$ cat src/sv/cfp_pkg.sv
// Shared types and constants of the command frame parser.
// Used by cfp_match and command_frame_parser; depends on nothing else.
`default_nettype none

package cfp_pkg;

    // Largest number of payload bytes that are passed out per frame.
    localparam int MAX_DATA = 256;
    // Width of the received byte count; it must be able to hold MAX_DATA itself.
    localparam int CNT_W    = $clog2(MAX_DATA + 1);

    localparam int CODE_W   = 16;
    localparam int BYTE_W   = 8;
    localparam int EV_W     = 2;
    localparam int REG_IDX_W = 3;

    // Register indexes of the configuration port.
    localparam logic [REG_IDX_W-1:0] REG_START_CODE       = 3'd0;
    localparam logic [REG_IDX_W-1:0] REG_PARAM_ACK_CODE   = 3'd1;
    localparam logic [REG_IDX_W-1:0] REG_INPUT_PDU_CODE   = 3'd2;
    localparam logic [REG_IDX_W-1:0] REG_PARAM_ACK_LENGTH = 3'd3;
    localparam logic [REG_IDX_W-1:0] REG_INPUT_PDU_LENGTH = 3'd4;

    // Event codes of a completed frame.
    localparam logic [EV_W-1:0] EV_NONE  = 2'd0;
    localparam logic [EV_W-1:0] EV_START = 2'd1;
    localparam logic [EV_W-1:0] EV_PARAM = 2'd2;
    localparam logic [EV_W-1:0] EV_INPUT = 2'd3;

    // Parser phases.
    localparam logic [2:0] PH_CMD_LO = 3'd0;
    localparam logic [2:0] PH_CMD_HI = 3'd1;
    localparam logic [2:0] PH_LEN_LO = 3'd2;
    localparam logic [2:0] PH_LEN_HI = 3'd3;
    localparam logic [2:0] PH_DATA   = 3'd4;

    typedef struct packed {
        logic [CODE_W-1:0] start_code;
        logic [CODE_W-1:0] param_ack_code;
        logic [CODE_W-1:0] input_pdu_code;
        logic [CODE_W-1:0] param_ack_length;
        logic [CODE_W-1:0] input_pdu_length;
    } t_cfg;

    typedef struct packed {
        logic [EV_W-1:0]   event_res;
        logic              frame_done;
        logic              payload_valid;
        logic [BYTE_W-1:0] payload_byte;
        logic [BYTE_W-1:0] payload_index;
        logic              param_wait_clear;
    } t_result;

endpackage

`default_nettype wire

$ cat src/sv/cfp_match.sv
// Command matcher: decides the event raised by a completed frame.
// Depends on cfp_pkg for the configuration struct and the event codes.
`default_nettype none

module cfp_match
    import cfp_pkg::*;
(
    input  wire t_cfg              i_cfg,
    input  wire                    i_done,
    input  wire [CODE_W-1:0]       i_command,
    input  wire [CODE_W-1:0]       i_length,
    input  wire                    i_param_wait,
    input  wire                    i_input_wait,
    output logic [EV_W-1:0]        o_event_res,
    output logic                   o_param_wait_clear
);

    // Priority chain: the first code that matches decides, even if its checks fail.
    always_comb begin
        o_event_res        = EV_NONE;
        o_param_wait_clear = 1'b0;
        if (i_done) begin
            if (i_command == i_cfg.start_code) begin
                if (i_length == '0) begin
                    o_event_res = EV_START;
                end
            end else if (i_command == i_cfg.param_ack_code) begin
                if (i_length == i_cfg.param_ack_length && i_param_wait) begin
                    o_event_res        = EV_PARAM;
                    o_param_wait_clear = 1'b1;
                end
            end else if (i_command == i_cfg.input_pdu_code) begin
                if (i_length == i_cfg.input_pdu_length && i_input_wait) begin
                    o_event_res = EV_INPUT;
                end
            end
        end
    end

endmodule

`default_nettype wire

$ cat src/sv/command_frame_parser.sv
// Command frame parser: each accepted byte's result is registered. Throughput
// one byte per cycle unless the input stalls; a two-entry output stage keeps
// taking bytes while one result waits at the output. The parser state is
// updated in the same cycle as the byte is accepted, so bytes follow with no gap.
// Reset (synchronous, active low) clears the frame context, the registers and
// the valid flags of both output entries; there is no clearing pass.
`default_nettype none

module command_frame_parser
    import cfp_pkg::*;
(
    input  wire                    i_clk,
    input  wire                    i_rst_n,

    // Configuration write port.
    input  wire                    i_cfg_we,
    input  wire [REG_IDX_W-1:0]    i_cfg_index,
    input  wire [CODE_W-1:0]       i_cfg_wdata,

    // Input channel.
    input  wire                    i_in_valid,
    output logic                   o_in_stall,
    input  wire                    i_mode,
    input  wire [BYTE_W-1:0]       i_rx_byte,
    input  wire                    i_param_wait,
    input  wire                    i_input_wait,

    // Output channel.
    output logic                   o_out_valid,
    input  wire                    i_out_stall,
    output logic [EV_W-1:0]        o_event_res,
    output logic                   o_frame_done,
    output logic                   o_payload_valid,
    output logic [BYTE_W-1:0]      o_payload_byte,
    output logic [BYTE_W-1:0]      o_payload_index,
    output logic                   o_param_wait_clear
);

    // ------------------------------------------------------------------
    // Configuration registers. The user is to write them only while the parser
    // is idle; the block does not enforce this, so they need no shadow copy.
    // ------------------------------------------------------------------
    t_cfg r_cfg;

    always_ff @(posedge i_clk) begin
        if (!i_rst_n) begin
            r_cfg <= '0;
        end else if (i_cfg_we) begin
            case (i_cfg_index)
                REG_START_CODE:       r_cfg.start_code       <= i_cfg_wdata;
                REG_PARAM_ACK_CODE:   r_cfg.param_ack_code   <= i_cfg_wdata;
                REG_INPUT_PDU_CODE:   r_cfg.input_pdu_code   <= i_cfg_wdata;
                REG_PARAM_ACK_LENGTH: r_cfg.param_ack_length <= i_cfg_wdata;
                REG_INPUT_PDU_LENGTH: r_cfg.input_pdu_length <= i_cfg_wdata;
                default: begin
                    // Writes to indexes beyond the register list are ignored.
                end
            endcase
        end
    end

    // ------------------------------------------------------------------
    // Frame context.
    // ------------------------------------------------------------------
    logic [2:0]        r_phase;
    logic [CODE_W-1:0] r_command;
    logic [CODE_W-1:0] r_length;
    logic [CNT_W-1:0]  r_count;

    logic [2:0]        n_phase;
    logic [CODE_W-1:0] n_command;
    logic [CODE_W-1:0] n_length;
    logic [CNT_W-1:0]  n_count;

    logic              w_accept;
    logic              w_done;
    logic [CODE_W-1:0] w_match_length;
    t_result           w_result;
    logic [EV_W-1:0]   w_event_res;
    logic              w_param_wait_clear;

    // The skid entry being full is the only reason to hold the input back.
    logic r_skid_valid;
    assign o_in_stall = r_skid_valid;
    assign w_accept   = i_in_valid && !r_skid_valid;

    // Next-state logic for one received byte. A timeout transfer clears the
    // context and yields an all-zero result.
    always_comb begin
        n_phase        = r_phase;
        n_command      = r_command;
        n_length       = r_length;
        n_count        = r_count;
        w_done         = 1'b0;
        w_match_length = r_length;
        w_result       = '0;

        if (!i_mode) begin
            case (r_phase)
                PH_CMD_LO: begin
                    n_command = {{(CODE_W-BYTE_W){1'b0}}, i_rx_byte};
                    n_phase   = PH_CMD_HI;
                end
                PH_CMD_HI: begin
                    n_command = {i_rx_byte, r_command[BYTE_W-1:0]};
                    n_phase   = PH_LEN_LO;
                end
                PH_LEN_LO: begin
                    n_length = {{(CODE_W-BYTE_W){1'b0}}, i_rx_byte};
                    n_phase  = PH_LEN_HI;
                end
                PH_LEN_HI: begin
                    n_length       = {i_rx_byte, r_length[BYTE_W-1:0]};
                    w_match_length = n_length;
                    // A frame with no payload completes on its last length byte.
                    if (n_length == '0) begin
                        w_done = 1'b1;
                    end else begin
                        n_phase = PH_DATA;
                        n_count = '0;
                    end
                end
                PH_DATA: begin
                    // Bytes beyond the limit are dropped and the count stays put.
                    if (r_count < CNT_W'(MAX_DATA)) begin
                        w_result.payload_valid = 1'b1;
                        w_result.payload_byte  = i_rx_byte;
                        w_result.payload_index = r_count[BYTE_W-1:0];
                        n_count                = r_count + 1'b1;
                    end
                    if (r_length <= CODE_W'(n_count)) begin
                        w_done = 1'b1;
                    end
                end
                default: begin
                    // Unreachable phases ignore the byte.
                end
            endcase
        end

        w_result.frame_done       = w_done;
        w_result.event_res        = w_event_res;
        w_result.param_wait_clear = w_param_wait_clear;

        // Completion and timeout both end the frame.
        if (i_mode || w_done) begin
            n_phase   = PH_CMD_LO;
            n_command = '0;
            n_length  = '0;
            n_count   = '0;
        end
    end

    // The command register is complete by the time a frame can finish, so
    // the matcher reads it directly.
    cfp_match u_match (
        .i_cfg              (r_cfg),
        .i_done             (w_done),
        .i_command          (r_command),
        .i_length           (w_match_length),
        .i_param_wait       (i_param_wait),
        .i_input_wait       (i_input_wait),
        .o_event_res        (w_event_res),
        .o_param_wait_clear (w_param_wait_clear)
    );

    always_ff @(posedge i_clk) begin
        if (!i_rst_n) begin
            r_phase   <= PH_CMD_LO;
            r_command <= '0;
            r_length  <= '0;
            r_count   <= '0;
        end else if (w_accept) begin
            r_phase   <= n_phase;
            r_command <= n_command;
            r_length  <= n_length;
            r_count   <= n_count;
        end
    end

    // ------------------------------------------------------------------
    // Output stage: a result register plus one skid entry. A new result goes
    // straight to the output when it is free; otherwise it waits in the skid
    // entry, which then holds the input back until the output moves on.
    // ------------------------------------------------------------------
    logic    r_out_valid;
    t_result r_out;
    t_result r_skid;
    logic    w_out_free;

    assign w_out_free = !r_out_valid || !i_out_stall;

    always_ff @(posedge i_clk) begin
        if (!i_rst_n) begin
            r_out_valid  <= 1'b0;
            r_skid_valid <= 1'b0;
        end else if (w_out_free) begin
            if (r_skid_valid) begin
                r_out_valid  <= 1'b1;
                r_skid_valid <= 1'b0;
            end else begin
                r_out_valid  <= w_accept;
            end
        end else if (w_accept) begin
            r_skid_valid <= 1'b1;
        end
    end

    always_ff @(posedge i_clk) begin
        if (w_out_free) begin
            if (r_skid_valid) begin
                r_out <= r_skid;
            end else if (w_accept) begin
                r_out <= w_result;
            end
        end else if (w_accept) begin
            r_skid <= w_result;
        end
    end

    assign o_out_valid        = r_out_valid;
    assign o_event_res        = r_out.event_res;
    assign o_frame_done       = r_out.frame_done;
    assign o_payload_valid    = r_out.payload_valid;
    assign o_payload_byte     = r_out.payload_byte;
    assign o_payload_index    = r_out.payload_index;
    assign o_param_wait_clear = r_out.param_wait_clear;

    // ------------------------------------------------------------------
    // Assertions.
    // ------------------------------------------------------------------
    // The skid entry only fills behind a held output result.
    a_skid_behind_out: assert property (@(posedge i_clk) disable iff (!i_rst_n)
        r_skid_valid |-> r_out_valid)
        else $error("skid entry full while output register is empty");

    // An event is only raised by a completed frame.
    a_event_needs_done: assert property (@(posedge i_clk) disable iff (!i_rst_n)
        (o_out_valid && o_event_res != EV_NONE) |-> o_frame_done)
        else $error("event raised without frame completion");

    // The wait-flag clear goes only with a parameter confirmation.
    a_clear_with_param: assert property (@(posedge i_clk) disable iff (!i_rst_n)
        (o_out_valid && o_param_wait_clear) |-> (o_event_res == EV_PARAM))
        else $error("parameter wait clear without parameter event");

    // The parser never leaves the five defined phases.
    a_phase_range: assert property (@(posedge i_clk) disable iff (!i_rst_n)
        r_phase <= PH_DATA)
        else $error("parser phase out of range");

    // The received count saturates at the payload limit.
    a_count_limit: assert property (@(posedge i_clk) disable iff (!i_rst_n)
        r_count <= CNT_W'(MAX_DATA))
        else $error("received count beyond payload limit");

endmodule

`default_nettype wire
$ cat config.mk
export PLATFORM = sky130hd
export DESIGN_NAME = command_frame_parser
export DESIGN_NICKNAME = d
export VERILOG_FILES = /design/src/sv/cfp_pkg.sv /design/src/sv/cfp_match.sv /design/src/sv/command_frame_parser.sv
export SDC_FILE = /design/constraint.sdc
export NUM_CORES = 1
export LEC_CHECK = 0
export BUFFER_PORTS_ARGS = -buffer_cell sky130_fd_sc_hd__buf_4
export CORE_MARGIN = 2
export CORE_UTILIZATION = 40
export CTS_CLUSTER_SIZE = 40
export DETAILED_ROUTE_END_ITERATION = 16
export PLACE_DENSITY_LB_ADDON = 0.08
export SYNTH_ARGS = -nofsm -noshare
export SYNTH_HDL_FRONTEND = slang
export SYNTH_SLANG_ARGS = --single-unit
$ cat constraint.sdc
create_clock -name i_clk -period 3.75 [get_ports i_clk]
set_clock_uncertainty 0.1 [all_clocks]
set_input_delay 0 -clock i_clk [delete_from_list [all_inputs] [get_ports i_clk]]
set_output_delay 0 -clock i_clk [all_outputs]
set_load 0.01 [all_outputs]
# [After elaboration in Yosys (flattened, before gate mapping)]
# Index checks and enable logic that the tools add are counted.
[word_totals] reg_bits=168 output_inout_bits=23 wordCells=120
[op_classes] add_sub_neg=1 magnitude_cmp=2 n_eq_ne=17 mux=40 n_bitwise=2 reduce_logical=33
[op_table] cell="$mux 16" count=6
[op_table] cell="$eq 16x16->1" count=5
[op_table] cell="$pmux 16 s2" count=2
[op_table] cell="$mux 9" count=6
[op_table] cell="$mux 17" count=3
[op_table] cell="$mux 21" count=2
[op_table] cell="$logic_not 16->1" count=2
[op_table] cell="$pmux 9 s2" count=1
[op_table] cell="$le 16x9->1" count=1
[op_table] cell="$reduce_and 4->1" count=4
[op_table] cell="$reduce_and 2->1" count=7
[op_table] cell="$eq 3x2->1 const B" count=4
[op_table] cell="$mux 2" count=6
[op_table] cell="$pmux 3 s4" count=1
[op_table] cell="$add 9x1->9 const B" count=1
[op_table] cell="$lt 9x9->1 const B" count=1
[op_table] cell="$mux 1" count=9
[op_table] cell="$mux 3" count=3
[op_table] cell="$reduce_bool 3->1" count=3
[op_table] cell="$eq 3x1->1 const B" count=2
[op_table] cell="$eq 3x3->1 const B" count=2
[op_table] cell="$logic_not 3->1" count=2
[op_table] cell="$reduce_and 3->1" count=2
[op_table] cell="$reduce_bool 2->1" count=3
[op_table] cell="10 further kinds" count=17

# [Longest topological paths before layout]
[logic_depth] depth_word=12 depth_mapped=14

# [Hierarchy]
# From an unflattened synthesis, not the netlist that was laid out.
[hier_totals] hier_cells=873 hier_area_um2=7928.9
[by_module_without_submodules] mod="command_frame_parser" n_inst=1 cells_each=755 area_each_um2=6980.4
[by_module_without_submodules] mod="cfp_match" n_inst=1 cells_each=118 area_each_um2=948.4

# [Worst setup path after synthesis]
# OpenSTA, ideal clock, no wires.
[synth_path] path_type="reg-to-reg" start="register r_count[2]" end="register r_out, in the netlist o_event_res[1], data pin" t_arrival_ns=3.092 t_required_ns=3.498 path_slack_ns=0.406 path_stages_with_launch=14 path_buffers=1 path_cell_list="dfxtp_1 > clkbuf_1 > nand4b_1 > or2_2 > nor2_1 > xnor2_1 > ha_1 > nand3_1 > or2_1 > or4_4 > o211ai_2 > nand3_1 > a2111o_1 > a31oi_1"
[synth_between] elab_chain_len=11
[synth_lines] element="start, declared" line="command_frame_parser.sv:68" rtl="logic [CNT_W-1:0] r_count;"
[synth_lines] element="start signal, assigned" line="command_frame_parser.sv:177" rtl="r_count <= n_count;"
[synth_lines] element="$add 9x1->9 / $lt 9x9->1 (equally long branches)" line="command_frame_parser.sv:129, command_frame_parser.sv:125"
[synth_lines] element="$mux 9 (*)" line="command_frame_parser.sv:125" rtl="if (r_count < CNT_W'(MAX_DATA)) begin"
[synth_lines] element="$mux 9 (*)" line="command_frame_parser.sv:99" rtl="case (r_phase)"
[synth_lines] element="$mux 9 (*)" line="command_frame_parser.sv:98" rtl="if (!i_mode) begin"
[synth_lines] element="$le 16x9->1 (*)" line="command_frame_parser.sv:131" rtl="if (r_length <= CODE_W'(n_count)) begin"
[synth_lines] element="$mux 1 (*)" line="command_frame_parser.sv:131"
[synth_lines] element="$pmux 1 s2 (*)" line="command_frame_parser.sv:99"
[synth_lines] element="$mux 1 (*)" line="command_frame_parser.sv:98"
[synth_lines] element="$mux 2 (*)" line="cfp_match.sv:22" rtl="if (i_done) begin"
[synth_lines] element="$mux 21 (*)" line="command_frame_parser.sv:213" rtl="end else if (w_accept) begin"
[synth_lines] element="$mux 21 (*)" line="command_frame_parser.sv:211" rtl="if (r_skid_valid) begin"
[synth_lines] element="end signal, assigned" line="command_frame_parser.sv:212" rtl="r_out <= r_skid;"
[synth_lines] element="end signal, assigned" line="command_frame_parser.sv:214" rtl="r_out <= w_result;"
[synth_lines] element="end, declared" line="command_frame_parser.sv:187" rtl="t_result r_out;"
# Mark *: on every way between the ends. The rest lies on a longest branch, timed or not. The select of a mux whose other input is x is not followed.
# A chain may end at the register's enable or synchronous reset.

# [Worst setup path in the final report]
[layout_path] start="register r_count[1]" end="register r_out, in the netlist o_event_res[1], data pin"
# The elaborated chain is that of the path after synthesis.

==> impl_metrics.csv <==
group,metric,value,unit
timing,finalCritPeriodShare,92.8,%
setup_path,end_kind,"flip-flop",
yosys,yosys_warnings,0,
floorplanning,core_area,20200,µm²
min_path,hold_depth,4,
grt,overflow,0,
floorplanning,die_height,147,µm
timing,slew_viol_final,0,
pwr,p_sw,0.000978,W
timing,fin_crit,3.48,ns
yosys,syn_avg_cell_area,8.98,µm²
setup_path,worstPathCellList,"nand4b_1 > or2_2 > nor2_1 > xnor2_1 > ha_1 > a21o_1 > a2111oi_0 > o21ai_1 > o211ai_2 > nand3_1 > or3_1 > a31oi_1",
pwr,total_power,0.00400,W
placement,dpl.hpwl,15.6,mm
yosys,async_flop_share,0,%
cells_and_area,areaGrowthSynthToFinish,18.7,%
floorplanning,die_area,21700,µm²
setup_path,ff2ff_path_depth,12,
setup_path,crit_buf_inv,0,
yosys,synth.distinct_cells,61,
min_path,min_to,"r_cfg[33]$_SDFFE_PN0P_",
min_path,hold_class,"in2reg",
route,ant_nets,0,
setup_path,r2r_end,"o_event_res[1]$_DFFE_PP_",
placement,gp_routability_congestion,0.841,
cells_and_area,drive_gt1_share,13.4,%
yosys,yosys.area.top_type,"dfxtp_1",
grt,grt_first_pass_wirelength,35.5,mm
pwr,power_frac_comb,8.5,%
setup_path,cp_data_arrival_time,3.66,ns
route,drc_errors,0,
yosys,syn-cell-area,8220,µm²
route,firstDrtPassIters,5,
pwr,power.internal,0.00302,W
status,status,"finished, final reports clean",
yosys,yosysSeqAreaShare,46.0,%
timing,setup_tns,0,ns
clock_tree,clk_latency,0.43,ns
pwr,p_leak,3.63,nW
timing,hold_violations,0,
floorplanning,die_w,147,µm
setup_path,slowest_stage,"or3_1",
clock_tree,tritoncts,"done",
pwr,clkPwrFrac,43.4,%
yosys,synth_edf_count,42,
grt,grt_pass1_vias,6329,
pwr,switching_share,24.5,%
yosys,yosys-top-cells-area,"dfxtp_1 (31%), edfxtp_1 (15%), nand2_1 (9.5%)",
clock_tree,clk_pin_slew,0.07,ns
cells_and_area,finalNetCount,1024,
pwr,p_per_area,410,nW/µm²
yosys,syn_inst,915,
timing,max_slew.worst_pin.slew,1.17,ns
yosys,syn_nets,961,
setup_path,max_stage_delay,0.45,ns
clock_tree,clock-root-buffer,"clkbuf_16",
floorplanning,rows,52,
grt,antenna_found_initial,0,
clock_tree,clock-sinks,168,
pwr,peakVddDrop,0.329,mV
route,drt_iter0_markers,495,
floorplanning,initial_core_util,40.7,%
route,routedWlPerCell,17.5,µm
yosys,netlist_top_cells_count,"nand2_1 (208), dfxtp_1 (126), a21boi_0 (94)",
yosys,yosysTopAreaCellShare,30.7,%
grt,grt_util_met3,3.54,%
timing,max_freq,287,MHz
setup_path,worstPathMaxFanout,5,
grt,grt_usage,21.1,%
cells_and_area,antenna_cells,0,
timing,slew_headroom,21.5,%
yosys,synth.most_common_cell,"nand2_1",
min_path,hp-start,"i_cfg_index[0]",
floorplanning,io_pins,58,
timing,grt_setup_unrepaired,"false",
flow_run,cap_violations,0,
grt,grt_max_degree,82,
timing,setup_violations,0,
clock_tree,clk_path_buf_depth,2,
setup_path,timing.rr.start,"r_count[1]$_SDFFE_PN0P_",
cells_and_area,nFillCells,1999,
placement,numPortBuffers,57,
grt,busiest_layer,"met2",
route,vias,6572,
setup_path,worstSetupStartpointType,"flip-flop",
clock_tree,cts.htree.levels,4,
yosys,synth_seq_cells,168,
setup_path,crit_type,"reg2reg",
setup_path,cp.required,3.93,ns
yosys,synth_flop_cell,"dfxtp_1",
pwr,pwr-share-seq,48.2,%
grt,use_met2,34.2,%
grt,use_met1,29.0,%
route,wirelength,22.1,mm
clock_tree,cts_setup_buffers,0,
route,post_drt_via_cell_ratio,5.21,
setup_path,path_delay_family,"simple AND/OR/NAND/NOR gates",
clock_tree,cts_buffers,17,
setup_path,regToRegSetupSlack,0.27,ns
==> layer usage <==
layer	up-vias	routed length (µm)
met5	-	0
met4	0	367
met3	27	807
met2	140	10400
met1	3114	10600
li1	3291	-
==> tightest hold or removal path, stage by stage <==
cell	delay, ns
buf_4	0.11
nor2_1	0.22
nand2_1	0.13
a21boi_0	0.06
==> cells by family after synthesis <==
logic type	share of synthesized area [%]
XOR/XNOR	7.89
multiplexers	2.85
adder cells (fa/ha/maj)	1.67
buffers and inverters	3.68
AO/OA/AOI/OAI	17.6
flip-flops	46.0
AND/OR/NAND/NOR	20.2
==> state kept, by name (all words and copies together) (netlist names) <==
register / count
r_phase: 3
o_frame_done: 1
r_cfg: 80
o_payload_index: 8
o_event_res: 2
r_count: 9
r_skid: 21
r_command: 16
o_param_wait_clear: 1
o_payload_valid: 1
o_out_valid: 1
o_in_stall: 1
o_payload_byte: 8
r_length: 16
==> how the worst max path moves through the flow <==
stage	startpoint	end	cells after the start
global placement	r_count[1]$_SDFFE_PN0P_	o_event_res[1]$_DFFE_PP_	12
detailed placement	r_count[1]$_SDFFE_PN0P_	o_event_res[0]$_DFFE_PP_	12
floorplan	r_count[2]$_SDFFE_PN0P_	o_event_res[1]$_DFFE_PP_	13
CTS	r_count[1]$_SDFFE_PN0P_	o_event_res[0]$_DFFE_PP_	12
global route	r_count[1]$_SDFFE_PN0P_	o_param_wait_clear$_DFFE_PP_	12
finish	r_count[1]$_SDFFE_PN0P_	o_event_res[1]$_DFFE_PP_	12
==> area by class of cell <==
type	count	area [µm²]	area share [%]
Multi-Input combinational cell	668	4150	42.5
Tap cell	270	338	3.46
Clock buffer	17	425	4.36
Sequential cell	168	3780	38.8
Inverter	24	90.1	0.924
Timing Repair Buffer	99	818	8.39
Clock inverter	15	151	1.55
==> cell usage in the layout, fill, tap and decap left out, types with 3 or more instances in the layout <==
cell and count:
ha_1 11, nand4_1 13, nor3b_1 3, inv_6 3, a221oi_1 3, and3_1 8
o21ai_0 28, dfxtp_1 126, nor4_1 15, a21boi_1 9, a22oi_1 13, a22o_1 8
nand2b_1 10, nor2b_1 12, buf_4 69, clkinvlp_4 4, a222oi_1 3, mux2_2 19
inv_1 24, clkbuf_16 17, edfxtp_1 42, or2_2 4, nor2_1 23, nand3_1 22
a21oi_1 17, a21boi_0 94, nand2_1 208, nor3_1 9, a31oi_1 4, o22ai_1 3
xor2_1 39, xnor2_1 35, and2_1 18, dlygate4sd3_1 30
==> power groups by stage <==
stage	sequential, W	combinational (W)	clock [W]
floorplan	0.00196	0.000177	0
global placement	0.00197	0.000319	0
CTS	0.00192	0.000342	0.00177
finish	0.00193	0.000339	0.00173
global route	0.00193	0.000372	0.00185
detailed placement	0.00197	0.000317	0
==> timing repair <==
item                                   in CTS  in global routing
setup endpoints to repair                   0                  9
gates resized for setup                     0                  1
endpoints found under the hold margin     125                  0
hold buffers                               30                  0
==> per-stage QoR <==
step	area [µm²]	hold WS (ns)	std cells	util [%]	setup slack, ns
after floorplan	8220	0.0449	915	-	0.406
after global placement	8870	0.198	1199	44.0	0.335
after detailed placement	8870	0.205	1199	44.0	0.255
after CTS	9750	0.0395	1261	48.3	0.219
after global routing	9750	0.0750	1261	48.4	0.0145
final	9750	0.0369	1261	48.4	0.270
No activity file was read; power rests on OpenSTA's default activity.
